<file path="src/design/grt_pkg.sv">
// ----------------------------------------------------------------------------
// grt_pkg
// Types and constants shared by the gated RPM tachometer.
// ----------------------------------------------------------------------------
package grt_pkg;

    localparam int unsigned CfgIdxW  = 3;
    localparam int unsigned CfgDataW = 24;

    localparam logic [CfgIdxW-1:0] REG_LOCKOUT = 3'd0;
    localparam logic [CfgIdxW-1:0] REG_GATE    = 3'd1;
    localparam logic [CfgIdxW-1:0] REG_WFIRST  = 3'd2;
    localparam logic [CfgIdxW-1:0] REG_WLAST   = 3'd3;
    localparam logic [CfgIdxW-1:0] REG_TGATES  = 3'd4;
    localparam logic [CfgIdxW-1:0] REG_SCALE   = 3'd5;

    localparam logic [15:0] RST_LOCKOUT = 16'd5000;
    localparam logic [23:0] RST_GATE    = 24'd1000000;
    localparam logic [7:0]  RST_WFIRST  = 8'd3;
    localparam logic [7:0]  RST_WLAST   = 8'd8;
    localparam logic [7:0]  RST_TGATES  = 8'd10;
    localparam logic [7:0]  RST_SCALE   = 8'd60;

    localparam logic [16:0] SINCE_MAX = 17'h1FFFF;

    typedef struct packed {
        logic start_req;
        logic edge_req;
    } t_in_word;

    typedef struct packed {
        logic [15:0] live_rpm;
        logic [15:0] final_rpm;
        logic [7:0]  gates_left;
        logic        finished;
    } t_out_word;

    typedef enum logic [2:0] {
        ST_IDLE,
        ST_MUL,
        ST_SUM,
        ST_FIN,
        ST_DIV,
        ST_OUT
    } t_state;

endpackage

</file>
<file path="src/design/gated_rpm_tachometer.sv">
// ----------------------------------------------------------------------------
// gated_rpm_tachometer
// Gated pulse-count tachometer with debounce lockout and windowed average.
// ----------------------------------------------------------------------------
//  channel | direction | handshake                  | word
//  in      | input     | i_in_valid / o_in_stall    | i_in_word  (grt_pkg::t_in_word)
//  out     | output    | o_out_valid / i_out_stall  | o_out_word (grt_pkg::t_out_word)
//  cfg     | input     | i_cfg_we                   | i_cfg_idx, i_cfg_data
//
//  A tick that ends no gate is taken in the idle state. A tick that ends a
//  gate passes through multiply, sum, check and output load; the last gate of
//  a test with a non-empty window also runs the bit-serial divide of the window sum.
//  Reset is synchronous; no clearing pass is needed.
//  A full output register holds the next gate result back until taken.
// ----------------------------------------------------------------------------
module gated_rpm_tachometer (
    input  logic                            i_clk,
    input  logic                            i_rst_n,
    input  logic                            i_in_valid,
    output logic                            o_in_stall,
    input  grt_pkg::t_in_word               i_in_word,
    output logic                            o_out_valid,
    input  logic                            i_out_stall,
    output grt_pkg::t_out_word              o_out_word,
    input  logic                            i_cfg_we,
    input  logic [grt_pkg::CfgIdxW-1:0]     i_cfg_idx,
    input  logic [grt_pkg::CfgDataW-1:0]    i_cfg_data
);

    grt_pkg::t_state r_state, n_state;

    logic [15:0] r_lockout;
    logic [23:0] r_gate;
    logic [7:0]  r_wfirst, r_wlast, r_tgates, r_scale;

    logic        r_running, n_running;
    logic        r_done, n_done;
    logic [23:0] r_gcnt, n_gcnt;
    logic [16:0] r_since, n_since;
    logic [15:0] r_ecnt, n_ecnt;
    logic [7:0]  r_gel, n_gel;
    logic [31:0] r_sum, n_sum;
    logic [7:0]  r_scnt, n_scnt;
    logic [15:0] r_snap, n_snap;
    logic [15:0] r_live, n_live;
    logic [31:0] r_quo, n_quo;
    logic [7:0]  r_rem, n_rem;
    logic [4:0]  r_dcnt, n_dcnt;
    logic        r_out_valid, n_out_valid;
    grt_pkg::t_out_word r_out, n_out;

    logic        in_acc, out_acc;
    logic [16:0] elapsed;
    logic [23:0] gcnt_inc;
    logic [23:0] prod;
    logic [8:0]  rem_sh;

    assign in_acc      = i_in_valid && !o_in_stall;
    assign out_acc     = r_out_valid && !i_out_stall;
    assign o_in_stall  = (r_state != grt_pkg::ST_IDLE);
    assign o_out_valid = r_out_valid;
    assign o_out_word  = r_out;

    assign elapsed  = (r_since < grt_pkg::SINCE_MAX) ? r_since + 17'd1 : grt_pkg::SINCE_MAX;
    assign gcnt_inc = r_gcnt + 24'd1;
    assign prod     = {8'd0, r_snap} * {16'd0, r_scale};
    assign rem_sh   = {r_rem, r_quo[31]};

    always_comb begin
        n_state     = r_state;
        n_running   = r_running;
        n_done      = r_done;
        n_gcnt      = r_gcnt;
        n_since     = r_since;
        n_ecnt      = r_ecnt;
        n_gel       = r_gel;
        n_sum       = r_sum;
        n_scnt      = r_scnt;
        n_snap      = r_snap;
        n_live      = r_live;
        n_quo       = r_quo;
        n_rem       = r_rem;
        n_dcnt      = r_dcnt;
        n_out_valid = out_acc ? 1'b0 : r_out_valid;
        n_out       = r_out;
        case (r_state)
            grt_pkg::ST_IDLE: begin
                if (in_acc) begin
                    if (i_in_word.start_req) begin
                        n_running = 1'b1;
                        n_done    = 1'b0;
                        n_gcnt    = '0;
                        n_since   = grt_pkg::SINCE_MAX;
                        n_ecnt    = '0;
                        n_gel     = '0;
                        n_sum     = '0;
                        n_scnt    = '0;
                        n_quo     = '0;
                    end else if (r_running && !r_done) begin
                        n_snap = r_ecnt;
                        if (i_in_word.edge_req && (elapsed > {1'b0, r_lockout})) begin
                            n_since = '0;
                            if (r_ecnt != 16'hFFFF) begin
                                n_snap = r_ecnt + 16'd1;
                            end
                        end else begin
                            n_since = elapsed;
                        end
                        n_ecnt = n_snap;
                        n_gcnt = gcnt_inc;
                        if (gcnt_inc == 24'd0 || gcnt_inc >= r_gate) begin
                            n_gcnt = '0;
                            n_ecnt = '0;
                            if (r_gel != 8'hFF) begin
                                n_gel = r_gel + 8'd1;
                            end
                            n_state = grt_pkg::ST_MUL;
                        end
                    end
                end
            end
            grt_pkg::ST_MUL: begin
                n_live  = (prod > 24'h00FFFF) ? 16'hFFFF : prod[15:0];
                n_state = grt_pkg::ST_SUM;
            end
            grt_pkg::ST_SUM: begin
                if (r_gel >= r_wfirst && r_gel <= r_wlast) begin
                    n_sum = r_sum + {16'd0, r_live};
                    if (r_scnt != 8'hFF) begin
                        n_scnt = r_scnt + 8'd1;
                    end
                end
                n_state = grt_pkg::ST_FIN;
            end
            grt_pkg::ST_FIN: begin
                n_state = grt_pkg::ST_OUT;
                if (r_gel >= r_tgates) begin
                    n_done    = 1'b1;
                    n_running = 1'b0;
                    n_quo     = '0;
                    if (r_scnt != 8'd0) begin
                        n_quo   = r_sum;
                        n_rem   = '0;
                        n_dcnt  = '0;
                        n_state = grt_pkg::ST_DIV;
                    end
                end
            end
            grt_pkg::ST_DIV: begin
                // restoring divide, one quotient bit a cycle
                if (rem_sh >= {1'b0, r_scnt}) begin
                    n_rem = 8'(rem_sh - {1'b0, r_scnt});
                    n_quo = {r_quo[30:0], 1'b1};
                end else begin
                    n_rem = rem_sh[7:0];
                    n_quo = {r_quo[30:0], 1'b0};
                end
                n_dcnt = r_dcnt + 5'd1;
                if (r_dcnt == 5'd31) begin
                    n_state = grt_pkg::ST_OUT;
                end
            end
            grt_pkg::ST_OUT: begin
                if (!r_out_valid || out_acc) begin
                    n_out.live_rpm   = r_live;
                    n_out.final_rpm  = r_done ? r_quo[15:0] : 16'd0;
                    n_out.gates_left = (r_gel < r_tgates) ? r_tgates - r_gel : 8'd0;
                    n_out.finished   = r_done;
                    n_out_valid      = 1'b1;
                    n_state          = grt_pkg::ST_IDLE;
                end
            end
            default: begin
                n_state = grt_pkg::ST_IDLE;
            end
        endcase
    end

    always_ff @(posedge i_clk) begin
        if (!i_rst_n) begin
            r_state <= grt_pkg::ST_IDLE;
        end else begin
            r_state <= n_state;
        end
    end

    always_ff @(posedge i_clk) begin
        if (!i_rst_n) begin
            r_lockout <= grt_pkg::RST_LOCKOUT;
            r_gate    <= grt_pkg::RST_GATE;
            r_wfirst  <= grt_pkg::RST_WFIRST;
            r_wlast   <= grt_pkg::RST_WLAST;
            r_tgates  <= grt_pkg::RST_TGATES;
            r_scale   <= grt_pkg::RST_SCALE;
        end else if (i_cfg_we) begin
            case (i_cfg_idx)
                grt_pkg::REG_LOCKOUT: r_lockout <= i_cfg_data[15:0];
                grt_pkg::REG_GATE:    r_gate    <= i_cfg_data;
                grt_pkg::REG_WFIRST:  r_wfirst  <= i_cfg_data[7:0];
                grt_pkg::REG_WLAST:   r_wlast   <= i_cfg_data[7:0];
                grt_pkg::REG_TGATES:  r_tgates  <= i_cfg_data[7:0];
                grt_pkg::REG_SCALE:   r_scale   <= i_cfg_data[7:0];
                default: begin
                end
            endcase
        end
    end

    always_ff @(posedge i_clk) begin
        if (!i_rst_n) begin
            r_running   <= 1'b0;
            r_done      <= 1'b0;
            r_gcnt      <= '0;
            r_since     <= grt_pkg::SINCE_MAX;
            r_ecnt      <= '0;
            r_gel       <= '0;
            r_sum       <= '0;
            r_scnt      <= '0;
            r_dcnt      <= '0;
            r_out_valid <= 1'b0;
        end else begin
            r_running   <= n_running;
            r_done      <= n_done;
            r_gcnt      <= n_gcnt;
            r_since     <= n_since;
            r_ecnt      <= n_ecnt;
            r_gel       <= n_gel;
            r_sum       <= n_sum;
            r_scnt      <= n_scnt;
            r_dcnt      <= n_dcnt;
            r_out_valid <= n_out_valid;
        end
    end

    always_ff @(posedge i_clk) begin
        r_snap <= n_snap;
        r_live <= n_live;
        r_quo  <= n_quo;
        r_rem  <= n_rem;
        r_out  <= n_out;
    end

endmodule

</file>
<file path="config.mk">
export PLATFORM = sky130hd
export DESIGN_NAME = gated_rpm_tachometer
export DESIGN_NICKNAME = d
export VERILOG_FILES = /design/src/design/grt_pkg.sv /design/src/design/gated_rpm_tachometer.sv
export SDC_FILE = /design/constraint.sdc
export NUM_CORES = 1
export LEC_CHECK = 0
export BUFFER_PORTS_ARGS = -buffer_cell sky130_fd_sc_hd__buf_2
export CORE_ASPECT_RATIO = 1.75
export CORE_MARGIN = 2
export CORE_UTILIZATION = 50
export DETAILED_ROUTE_END_ITERATION = 16
export PLACE_DENSITY_LB_ADDON = 0.2
export SETUP_SLACK_MARGIN = 0.15
export SLEW_MARGIN = 10
export SYNTH_ARGS = -nofsm -noshare
export SYNTH_HDL_FRONTEND = slang
export SYNTH_SLANG_ARGS = --single-unit
</file>
<file path="constraint.sdc">
create_clock -name i_clk -period 8 [get_ports i_clk]
set_clock_uncertainty 0.1 [all_clocks]
set_input_delay 1.6 -clock i_clk [delete_from_list [all_inputs] [get_ports i_clk]]
set_output_delay 1.6 -clock i_clk [all_outputs]
set_load 0.02 [all_outputs]
</file>
## Word level (Yosys, flattened, before mapping)

Cells that the tools add are included.

| cells by class | value |
|---|---|
| multiply operators | 1 |
| add/subtract/negate cells | 9 |
| multiplexer cells | 56 |
| reductions and logical operators | 39 |
| magnitude comparators | 9 |
| bitwise gates (word level) | 1 |
| equality and inequality tests | 25 |

Operators with widths:

| operator | number |
|---|---|
| two-way mux 32 bit | 5 |
| case mux 32 bit (3 select lines) | 1 |
| two-way mux 8 bit | 11 |
| two-way mux 16 bit | 5 |
| two-way mux 24 bit | 3 |
| two-way mux 17 bit | 4 |
| case mux 32 bit (2 select lines) | 1 |
| adder 32 x 16 -> 32 bit | 1 |
| case mux 8 bit (2 select lines) | 2 |
| adder 24 x 1 -> 24 bit, second input constant | 1 |
| >= comparator 24 bit | 1 |
| > comparator 24 x 16 -> 1 bit, second input constant | 1 |
| zero test 24 bit | 1 |
| multiplier 16 x 8 -> 24 bit | 1 |
| inequality test 2 bit, second input constant | 11 |
| two-way mux 3 bit | 6 |
| case mux 3 bit (6 select lines) | 1 |
| adder 17 x 1 -> 17 bit, second input constant | 1 |
| > comparator 17 x 16 -> 1 bit | 1 |
| < comparator 17 bit, second input constant | 1 |
| adder 16 x 1 -> 16 bit, second input constant | 1 |
| adder 8 x 1 -> 8 bit, second input constant | 2 |
| >= comparator 8 bit | 2 |
| inequality test 16 bit, second input constant | 1 |
| 27 further kinds | 75 |

| word-level totals | value |
|---|---|
| bits in registers | 301 |
| logic and storage cells | 165 |
| output and inout bits | 43 |
| input port bits | 34 |

## Depth between registers and ports, before layout

Gate-level depths: netlist of run 1.

| depth | value |
|---|---|
| depth after elaboration | 8 |
| mapped depth | 21 |
| mapped depth without buffers | 19 |

## Least setup slack after synthesis of run 1

No wires, ideal clock.

| timing | value |
|---|---|
| path type | register -> register |
| from | register r_scale[6] |
| to | register r_live[14] (data pin) |
| cell stages (with the launch flop) | 20 |
| setup slack | 2.334 ns |
| library setup time | 0.257 ns |
| buffers on the path | 2 |
| data required time | 7.643 ns |
| period minus slack after synthesis | 5.666 ns |
| data arrival time | 5.309 ns |
| cells stage by stage | dfxtp_1 clkbuf_1 and2_1 fa_1 fa_1 fa_1 inv_1 fa_1 inv_1 ha_1 nand2_1 nor4_1 a21oi_1 a22oi_1 mux2_2 nor3_1 nand3_1 a211oi_1 buf_2 nand2_1 |

| on the way | value |
|---|---|
| word-level cells in the longest chain between the ends | 2 |

RTL lines:

| what | line | RTL |
|---|---|---|
| start: declaration | gated_rpm_tachometer.sv:34 | `logic [7:0] r_wfirst, r_wlast, r_tgates, r_scale;` |
| start signal: assignment | gated_rpm_tachometer.sv:194 | `r_scale <= grt_pkg::RST_SCALE;` |
| start signal: assignment | gated_rpm_tachometer.sv:202 | `grt_pkg::REG_SCALE: r_scale <= i_cfg_data[7:0];` |
| multiplier 16 x 8 -> 24 bit (*) | gated_rpm_tachometer.sv:66 | `assign prod = {8'd0, r_snap} * {16'd0, r_scale};` |
| > comparator 24 x 16 -> 1 bit | gated_rpm_tachometer.sv:123 | `n_live = (prod > 24'h00FFFF) ? 16'hFFFF : prod[15:0];` |
| end signal: assignment | gated_rpm_tachometer.sv:237 | `r_live <= n_live;` |
| end: declaration | gated_rpm_tachometer.sv:45 | `logic [15:0] r_live, n_live;` |

Mark *: on every way between the ends. The rest lies on a longest branch, timed or not.
A chain may end at the register's enable or synchronous reset.

## Worst setup path after layout of run 1

| timing | value |
|---|---|
| from | register r_scale[4] |
| to | register r_live[6] (data pin) |

Same word-level chain as after synthesis.

==> results of run 1 <==
==> power by group through the flow <==
stage	logic, mW	clock network (mW)	registers (mW)
after floorplan	0.906	0	1.65
after CTS	1.19	1.52	1.63
final	1.19	1.49	1.63
after global placement	1.17	0	1.66
after global routing	1.36	1.58	1.63
after detailed placement	1.19	0	1.66
==> layer usage <==
| layer | track usage (%) | up-vias |
|---|---|---|
| met3 | 2.21 | 107 |
| met4 | 8.66 | 2 |
| met2 | 45.0 | 265 |
| li1 | - | 7437 |
| met5 | 0 | - |
| met1 | 22.8 | 7209 |
==> cells in the mapped netlist, types with 9 or more instances <==
master	count
or3_1	27
nand4_1	35
mux2i_1	14
clkbuf_1	70
o211ai_1	21
nor3_1	38
and3_1	25
nand2_1	278
a31oi_1	12
xnor2_1	52
a21oi_1	138
edfxtp_1	113
nor2_1	114
a221o_1	16
a211oi_1	11
o21ai_0	80
dfxtp_1	188
inv_1	181
or2_2	9
and2_1	118
nand3_1	58
ha_1	140
a22o_1	55
nand2b_1	25
xor2_1	37
fa_1	87
nor4_1	13
a21o_1	28
buf_2	9
o21a_1	10
nor3b_1	10
nor2b_1	16
==> state kept, by name, summed over array words and instances (netlist names), 17 cells and up <==
| signal | flops |
|---|---|
| o_out_word | 41 |
| r_quo | 32 |
| r_sum | 32 |
| r_gate | 24 |
| r_gcnt | 24 |
| r_since | 17 |
==> placed cells by master (no fill, tap or decap), drive strengths merged, types with 52 or more instances in the layout <==
cell type and instances:
a21oi 138, a22o 55, and2 118, buf 88
dfxtp 188, edfxtp 113, fa 87, ha 140
inv 184, nand2 278, nand3 59, nor2 114
o21ai 81, xnor2 52
==> tightest hold or removal path, delay by kind of cell, from the launching register on <==
| family | cells | cell delay (ns) |
|---|---|---|
| flops | 1 | 0.30 |
| simple gates | 1 | 0.05 |
| compound gates | 1 | 0.05 |
==> worst min path at each step <==
stage                        startpoint                  endpoint  slack (ns)  depth (start not counted)
6_report        r_gate[23]$_SDFFE_PN0P_   r_gate[23]$_SDFFE_PN0P_        0.35                          2
5_1_grt         r_gate[20]$_SDFFE_PN0P_   r_gate[20]$_SDFFE_PN0P_        0.37                          2
3_3_place_gp    r_gate[15]$_SDFFE_PN0P_   r_gate[15]$_SDFFE_PN0P_        0.34                          2
4_1_cts        r_wfirst[7]$_SDFFE_PN0P_  r_wfirst[7]$_SDFFE_PN0P_        0.36                          2
2_1_floorplan   r_live[0]$_SDFFCE_PN1P_  o_out_word[25]$_DFFE_PP_        0.33                          0
3_5_place_dp   r_wfirst[7]$_SDFFE_PN0P_  r_wfirst[7]$_SDFFE_PN0P_        0.35                          2
==> layout make-up <==
| cell class | instances | area [µm²] |
|---|---|---|
| Inverter | 182 | 683 |
| Timing Repair Buffer | 88 | 483 |
| Fill cell | 3505 | 17000 |
| Clock inverter | 10 | 171 |
| Tap cell | 485 | 607 |
| Sequential cell | 301 | 7160 |
| Multi-Input combinational cell | 1551 | 11300 |
| Clock buffer | 43 | 868 |
==> kinds of logic after synthesis <==
group / count (synthesis) / share of synthesized area [%]
adder cells (fa/ha/maj): 227 / 18.0
multiplexers: 18 / 0.955
XOR/XNOR: 89 / 4.02
AND/OR/NAND/NOR: 796 / 20.6
flip-flops: 301 / 36.9
AO/OA/AOI/OAI: 421 / 14.1
buffers and inverters: 269 / 5.42
==> stage by stage <==
| step | worst slack (ns) | instances | hold WS [ns] | util [%] |
|---|---|---|---|---|
| 6_report | 1.61 | 2660 | 0.353 | 55.5 |
| 3_3_place_gp | 1.75 | 2606 | 0.343 | 52.7 |
| 4_1_cts | 1.56 | 2659 | 0.356 | 55.4 |
| 2_1_floorplan | 2.33 | 2121 | 0.331 | - |
| 5_1_grt | 1.13 | 2660 | 0.368 | 55.5 |
| 3_5_place_dp | 1.59 | 2606 | 0.347 | 52.7 |
==> run_results.csv, run 1 <==
group,metric,value,unit
outcome,outcome,"complete, no violations",
sta,maxSlewViolCount,0,
critical_path,crit_chain,"nand2_1, fa_1, fa_1, inv_1, fa_1, inv_1, fa_1, inv_1, ha_1, o21ai_0, o211ai_1, nand2_1, a21boi_0, o211ai_1, a32oi_1, nand3_1, a211oi_2, o21ai_0",
synthesis,synth_edf_count,113,
detailed_routing,drtIter0Drc,761,
place,place_congestion,0.880,
pwr,swShare,31.5,%
clocking,cts-htree-levels,1,
synthesis,syn_area_per_cell,9.14,µm²
pwr,intPower,2.95,mW
critical_path,crit_type,"flop to flop",
critical_path,crit_top_cell,"fa_1",
critical_path,crit_slowest_cell,"a211oi_2",
synthesis,yosysTopAreaCellShare,19.4,%
global_routing,grt_pass1_wl,74300,µm
floorplan,die_w,153,µm
clocking,ctsHoldBuffers,0,
pwr,p_seq_share,37.8,%
detailed_routing,wl_met3,1350,µm
detailed_routing,drtPass1Iterations,4,
pwr,p_comb_share,27.6,%
floorplan,core,38300,µm²
critical_path,crit_buf_inv,3,
global_routing,grt_usage,22.2,%
critical_path,crit_path_start_kind,"flop",
synthesis,synth_flop_cell,"dfxtp_1",
layout,syn_to_final_growth,9.45,%
detailed_routing,m1WireLength,17000,µm
layout,nets,2414,
layout,diodes,0,
synthesis,synthCells,2121,
detailed_routing,wl_met2,25300,µm
clocking,ctsRootBufferMaster,"clkbuf_16",
pwr,ir_worst_vdd,0.271,mV
critical_path,startpoint,"r_scale[4]$_SDFFE_PN1P_",
clocking,cts_sinks,301,
detailed_routing,drc_errors,0,
place,detailed_place_hpwl,34700,µm
detailed_routing,via_count,15000,
sta,fmax,0.157,GHz
sta,relSlewSlack,23.1,%
synthesis,netlist_area,19400,µm²
critical_path,critPathMaxFanout,17,
critical_path,worstSetupPathDepth,18,
synthesis,synth_top_cell_by_area,"dfxtp_1",
synthesis,ys_ff_latch,301,
critical_path,crit_family,"adder cells",
clocking,cts_buffers,29,
floorplan,start_util,50.7,%
layout,final_area,21200,µm²
hold_path,hp-class,"flop to flop",
pwr,p_per_area,203,nW/µm²
synthesis,synthArstFlopShare,0,%
sta,setup_viol,0,
global_routing,grt_pass1_vias,15300,
sta,worst_pin_slew,1.15,ns
critical_path,rr_endpoint,"r_live[6]$_SDFFCE_PN1P_",
detailed_routing,dr.max_layer_used,"met5",
floorplan,io_pins,77,
job,drv_cap,0,
sta,finalCriticalPeriod,6.39,ns
synthesis,ys_warn_count,0,
sta,hold_viol,0,
floorplan,rows,95,
synthesis,synth_area_leaders,"dfxtp_1 (19%), edfxtp_1 (17%), ha_1 (9.0%)",
sta,tns,0,ns
global_routing,antenna_found_initial,1,
global_routing,grt-ovfl-total,0,
pwr,p_leak,8.73,nW
critical_path,cp.required,8.17,ns
critical_path,r2r-start,"r_scale[4]$_SDFFE_PN1P_",
pwr,p_total,4.31,mW
layout,drive_gt1_share,7.91,%
critical_path,setup.worst_path.end_class,"flop",
detailed_routing,vias_per_cell,5.65,
synthesis,synth_cell_types,73,
critical_path,cpPeakStageDelay,0.80,ns
clocking,post_cts_resized,0,
clocking,cts.path.max_buffers,3,
clocking,post_cts_buffers,0,
sta,finalCritPeriodShare,79.9,%
floorplan,die_height,265,µm
critical_path,r2r_cells,18,
critical_path,r2r_setup_slack,1.61,ns
detailed_routing,wire_per_inst,17.1,µm
global_routing,grt_max_degree,59,
detailed_routing,ant_nets,0,
floorplan,die_area,40400,µm²
place,place_area,20200,µm²
critical_path,endpoint,"r_live[6]$_SDFFCE_PN1P_",
sta,grt_setup_unrepaired,"false",
synthesis,yosysSeqAreaShare,36.9,%
synthesis,synthesis.nets,2382,
detailed_routing,postRouteWirelength,45500,µm
pwr,power_switching,1.36,mW
clocking,clkLatencyLatePin,0.58,ns
place,portBuffers,76,
clocking,cts_tree,"done",
pwr,pwr-share-clk,34.6,%
critical_path,cp_data_arrival_time,6.56,ns
clocking,clkTransAtPathRegs,0.06,ns
Power figures use the tool's default switching activity.
==> run 2, diff against run 1 <==
clock period = 5.72 ns   (was 8 ns; I/O delays follow)
==> run_results.csv, run 2 (same netlist as run 1, synthesis figures left out) <==
group,metric,value,unit
layout,drive_gt1_share,11.7,%
detailed_routing,wire_per_inst,17.3,µm
critical_path,crit_top_cell,"fa_1",
sta,hold_viol,0,
clocking,cts_tree,"done",
critical_path,critPathMaxFanout,8,
layout,diodes,0,
layout,syn_to_final_growth,12.3,%
outcome,outcome,"complete, no violations",
global_routing,grt-ovfl-total,0,
clocking,cts.path.max_buffers,3,
critical_path,crit_slowest_cell,"fa_1",
sta,fmax,0.182,GHz
place,pre_cts_slack,-0.0928,ns
layout,nets,2450,
floorplan,die_height,265,µm
global_routing,grt_max_degree,44,
critical_path,crit_type,"flop to flop",
pwr,p_total,6.42,mW
sta,relSlewSlack,30.6,%
detailed_routing,via_count,15400,
layout,final_common_cell,"nand2_1",
sta,holdWs,0.354,ns
critical_path,crit_path_start_kind,"flop",
detailed_routing,drc_errors,0,
sta,maxSlewViolCount,0,
hold_path,hp-class,"flop to flop",
critical_path,crit_chain,"buf_4, and2_1, fa_1, fa_1, fa_1, fa_1, ha_2, nand2_2, nor4_4, a21oi_2, a22oi_2, mux2_4, nor3_4, nand3_2, a211oi_4, buf_6, o21ai_1",
hold_path,hold_depth,2,
place,detailed_place_hpwl,34800,µm
sta,grt_setup_unrepaired,"false",
global_routing,grt_pass1_vias,15500,
global_routing,antenna_found_initial,0,
sta,worst_pin_slew,1.04,ns
layout,largest_register_ffs,41,
detailed_routing,vias_per_cell,5.69,
detailed_routing,postRouteWirelength,46600,µm
sta,worst_slack,0.235,ns
sta,finalCritPeriodShare,95.9,%
layout,fin_util,56.9,%
place,portBuffers,76,
pwr,ir_worst_vdd,0.260,mV
sta,setup_viol,0,
job,drv_cap,0,
floorplan,start_util,50.7,%
floorplan,die_w,153,µm
clocking,ctsRootBufferMaster,"clkbuf_16",
detailed_routing,drtPass1Iterations,5,
clocking,cts_buffers,29,
clocking,ctsHoldBuffers,0,
place,place_congestion,0.853,
clocking,clkLatencyLatePin,0.58,ns
floorplan,io_pins,77,
floorplan,die_area,40400,µm²
critical_path,cp_data_arrival_time,5.72,ns
floorplan,core,38300,µm²
layout,final_cell_mix,"nand2_1 (275), dfxtp_1 (182), inv_1 (179)",
pwr,p_leak,8.91,nW
detailed_routing,ant_nets,0,
critical_path,cpPeakStageDelay,0.55,ns
critical_path,setup.worst_path.end_class,"flop",
floorplan,rows,95,
sta,finalCriticalPeriod,5.49,ns
pwr,p_per_area,295,nW/µm²
detailed_routing,drtIter0Drc,707,
global_routing,grt_usage,22.5,%
clocking,cts_sinks,301,
critical_path,cp.required,5.96,ns
clocking,clkTransAtPathRegs,0.07,ns
global_routing,grt_pass1_wl,75500,µm
clocking,cts-htree-levels,1,
critical_path,r2r_cells,17,
sta,tns,0,ns
-- run 2: worst max-delay path: cells and delay by family, from the launching register on --
kind / cells / cell delay [ns]
buf+inv: 2 / 0.36
compound gates: 4 / 0.75
flops: 1 / 0.42
mux: 1 / 0.35
fa+ha+maj: 5 / 2.44
simple gates: 5 / 0.83
-- run 2: final timing paths --
| path | startpoint | endpoint | slack, ns |
|---|---|---|---|
| worst min register to register | r_gate[20]$_SDFFE_PN0P_ | r_gate[20]$_SDFFE_PN0P_ | 0.35 |
| worst max register to register | r_snap[6]$_DFFE_PP_ | r_live[7]$_SDFFCE_PN1P_ | 0.23 |
| worst max-delay path | r_snap[6]$_DFFE_PP_ | r_live[7]$_SDFFCE_PN1P_ | 0.23 |
| worst min-delay path | r_gate[20]$_SDFFE_PN0P_ | r_gate[20]$_SDFFE_PN0P_ | 0.35 |
-- run 2: per-stage QoR --
stage	cells	cell area (µm²)
finish	2697	21800
global route	2697	21800
CTS	2675	21300
detailed placement	2617	20200
global placement	2617	20200
floorplan	2121	19400
-- run 2: what timing repair did --
action | CTS | global route
setup endpoints to repair | 16 | 16
setup buffers | 4 | 20
pin swaps | 1 | 32
resized for setup | 8 | 76
gates cloned | 0 | 1
-- run 2: cell type report --
class                   instances  area (µm²)
clock buffers                  44         865
clock inverters                10         123
fillers                      3385       16500
inverters                     182         683
multi-input cells            1551       11600
flip-flops and latches        301        7170
well taps                     485         607
repair buffers                124         769
-- run 2: report_power, final --
group,switching [mW],leakage [nW],total [mW],internal [mW]
logic,1.24,5.87,2.14,0.906
clock network,0.864,0.478,2.00,1.14
registers,0.0272,2.56,2.27,2.25
total,2.13,8.91,6.42,4.29
-- run 2: metal layers --
layer / global-route usage (%) / vias up / routed length, µm
li1: - / 7497 / -
met4: 9.48 / 0 / 2080
met5: 0 / - / 0
met1: 23.5 / 7400 / 17100
met2: 45.3 / 333 / 25900
met3: 1.91 / 128 / 1430
==> run 3, diff against run 2 <==
ABC_AREA = 1   (was default)
CTS_CLUSTER_SIZE = 14   (was default)
==> run_results.csv, run 3 <==
group,metric,value,unit
sta,tns,0,ns
clocking,clkTransAtPathRegs,0.07,ns
synthesis,ys_ff_latch,301,
clocking,cts_sinks,301,
critical_path,cpPeakStageDelay,0.54,ns
synthesis,yosysTopAreaCellShare,18.4,%
pwr,power_switching,3.59,mW
synthesis,syn_area_per_cell,7.58,µm²
hold_path,hp-class,"flop to flop",
clocking,clkLatencyLatePin,0.59,ns
layout,final_cell_mix,"nand2_1 (604), inv_1 (488), a21oi_1 (218)",
detailed_routing,postRouteWirelength,52600,µm
synthesis,synth_edf_count,113,
pwr,intPower,4.95,mW
detailed_routing,via_count,17500,
synthesis,synth_cell_types,53,
sta,grt_setup_unrepaired,"false",
sta,relSlewSlack,22.2,%
detailed_routing,vias_per_cell,5.29,
sta,hold_viol,0,
critical_path,crit_slowest_cell,"fa_1",
synthesis,synthArstFlopShare,0,%
global_routing,grt-ovfl-total,0,
synthesis,netlist_area,20500,µm²
sta,finalCriticalPeriod,5.28,ns
detailed_routing,wire_per_inst,15.9,µm
detailed_routing,ant_nets,0,
pwr,p_leak,10.7,nW
synthesis,ys_warn_count,0,
layout,final_common_cell,"nand2_1",
sta,fmax,0.189,GHz
layout,nets,3002,
layout,largest_register_ffs,41,
floorplan,die_w,157,µm
sta,setup_viol,0,
layout,syn_to_final_growth,9.74,%
job,drv_cap,0,
place,place_congestion,0.911,
floorplan,rows,98,
synthesis,synth_common_cells,"nand2_1 (604), inv_1 (489), a21oi_1 (221)",
floorplan,die_area,42600,µm²
global_routing,antenna_found_initial,0,
detailed_routing,drtPass1Iterations,5,
outcome,outcome,"complete, no violations",
synthesis,synth_flop_cell,"dfxtp_1",
pwr,p_per_area,380,nW/µm²
pwr,ir_worst_vdd,0.262,mV
critical_path,setup.worst_path.end_class,"flop",
floorplan,start_util,50.4,%
global_routing,grt_usage,25.0,%
critical_path,crit_type,"flop to flop",
sta,maxSlewViolCount,0,
pwr,swShare,42.0,%
place,detailed_place_hpwl,40200,µm
critical_path,cp.required,5.94,ns
layout,drive_gt1_share,7.78,%
synthesis,synth_area_leaders,"dfxtp_1 (18%), edfxtp_1 (17%), nand2_1 (11%)",
clocking,ctsHoldBuffers,0,
critical_path,crit_path_start_kind,"flop",
clocking,cts_buffers,29,
critical_path,crit_family,"adder cells",
global_routing,grt_pass1_wl,85700,µm
global_routing,grt_max_degree,70,
detailed_routing,drc_errors,0,
layout,diodes,0,
clocking,cts.path.max_buffers,3,
synthesis,synthesis.nets,2958,
floorplan,core,40600,µm²
sta,worst_pin_slew,1.17,ns
place,portBuffers,76,
pwr,p_seq_share,32.1,%
pwr,p_total,8.54,mW
critical_path,crit_chain,"buf_4, nand2_1, inv_1, fa_1, fa_1, fa_1, inv_1, fa_1, inv_1, ha_1, nand2_1, nor2_1, inv_1, a21oi_1, o21ai_0, nand3_1, xor2_1, or2_2, nor2_2, buf_6, nand3_1",
critical_path,crit_buf_inv,6,
critical_path,cp_data_arrival_time,5.50,ns
synthesis,synth_top_cell_by_area,"dfxtp_1",
critical_path,critPathMaxFanout,16,
synthesis,synth.most_common_cell,"nand2_1",
global_routing,grt_pass1_vias,17800,
pwr,pwr-share-clk,23.1,%
synthesis,synthCells,2697,
pwr,p_comb_share,44.8,%
clocking,ctsRootBufferMaster,"clkbuf_16",
clocking,cts-htree-levels,1,
synthesis,yosysSeqAreaShare,35.0,%
clocking,cts_tree,"done",
detailed_routing,drtIter0Drc,921,
floorplan,die_height,272,µm
sta,finalCritPeriodShare,92.4,%
floorplan,io_pins,77,
## run 3: changes by cell type after synthesis, sizes merged, moves of 38 or more
| cell | before | now |
|---|---|---|
| nand2 | 278 | 609 |
| nor2 | 114 | 204 |
| a22o | 55 | 0 |
| and2 | 118 | 5 |
| nand3 | 59 | 152 |
| inv | 181 | 495 |
| o21ai | 81 | 157 |
| a21oi | 138 | 221 |
| xnor2 | 52 | 14 |
## run 3: final cells by class
class | count | area [µm²]
Clock buffer | 41 | 872
Fill cell | 3897 | 18100
Sequential cell | 301 | 7180
Multi-Input combinational cell | 1801 | 11100
Tap cell | 550 | 688
Inverter | 497 | 1870
Timing Repair Buffer | 111 | 647
Clock inverter | 12 | 106
## run 3: final timing paths
path	from	end	slack, ns	cells after the start
setup / recovery	r_snap[9]$_DFFE_PP_	r_live[2]$_SDFFCE_PN1P_	0.44	21
hold / removal	r_lockout[5]$_SDFFE_PN0P_	r_lockout[5]$_SDFFE_PN0P_	0.37	2
setup reg to reg	r_snap[9]$_DFFE_PP_	r_live[2]$_SDFFCE_PN1P_	0.44	21
hold reg to reg	r_lockout[5]$_SDFFE_PN0P_	r_lockout[5]$_SDFFE_PN0P_	0.37	2
## run 3: logic make-up (layout without fill, tap and decap cells)
kind of cell | count (synthesis) | in the layout | synth area share [%]
and+or+nand+nor | 1062 | 1062 | 22.0
buffers and inverters | 595 | 661 | 11.1
adders and majority gates | 227 | 227 | 17.1
AOI/OAI and AO/OA | 466 | 466 | 12.9
DFF | 301 | 301 | 35.0
xor gates and xnor gates | 46 | 46 | 1.97
## run 3: repair_timing
item                                    CTS  global route
gates cloned                              0             0
gates resized for setup                   3            13
buffers inserted                          0            15
endpoints found under the setup margin    7            16
pin swaps                                 0             2
## run 3: per-stage QoR
step | utilization [%] | cell area (µm²) | hold slack [ns] | instances | worst slack [ns]
finish | 55.3 | 22400 | 0.366 | 3313 | 0.437
global route | 55.3 | 22400 | 0.386 | 3313 | 0.158
CTS | 54.9 | 22300 | 0.365 | 3298 | 0.197
detailed placement | 52.5 | 21300 | 0.355 | 3245 | 0.139
global placement | 52.5 | 21300 | 0.346 | 3245 | 0.274
floorplan | - | 20500 | 0.306 | 2697 | 0.481
## run 3: worst min-delay path: cells and delay by family (launching register included)
kind                   cells  cell delay, ns
DFF                        1            0.30
AOI/OAI and AO/OA          1            0.06
buffers and inverters      1            0.06
## run 3: per-layer routing
metal  vias to the layer above  part of all wire (%)  track usage (%)
met2                       370                    55             49.4
met5                         -                     0                0
met4                         0                   5.2             12.5
met1                      8239                    36             25.2
li1                       8754                     -                -
met3                       147                   3.5             2.63
## run 3: power by group through the flow
stage / logic, mW / clock network [mW] / registers (mW)
3_3_place_gp: 3.73 / 0 / 2.78
6_report: 3.83 / 1.97 / 2.74
3_5_place_dp: 3.80 / 0 / 2.79
5_1_grt: 4.35 / 2.09 / 2.77
4_1_cts: 3.82 / 2.02 / 2.75
2_1_floorplan: 2.77 / 0 / 2.75
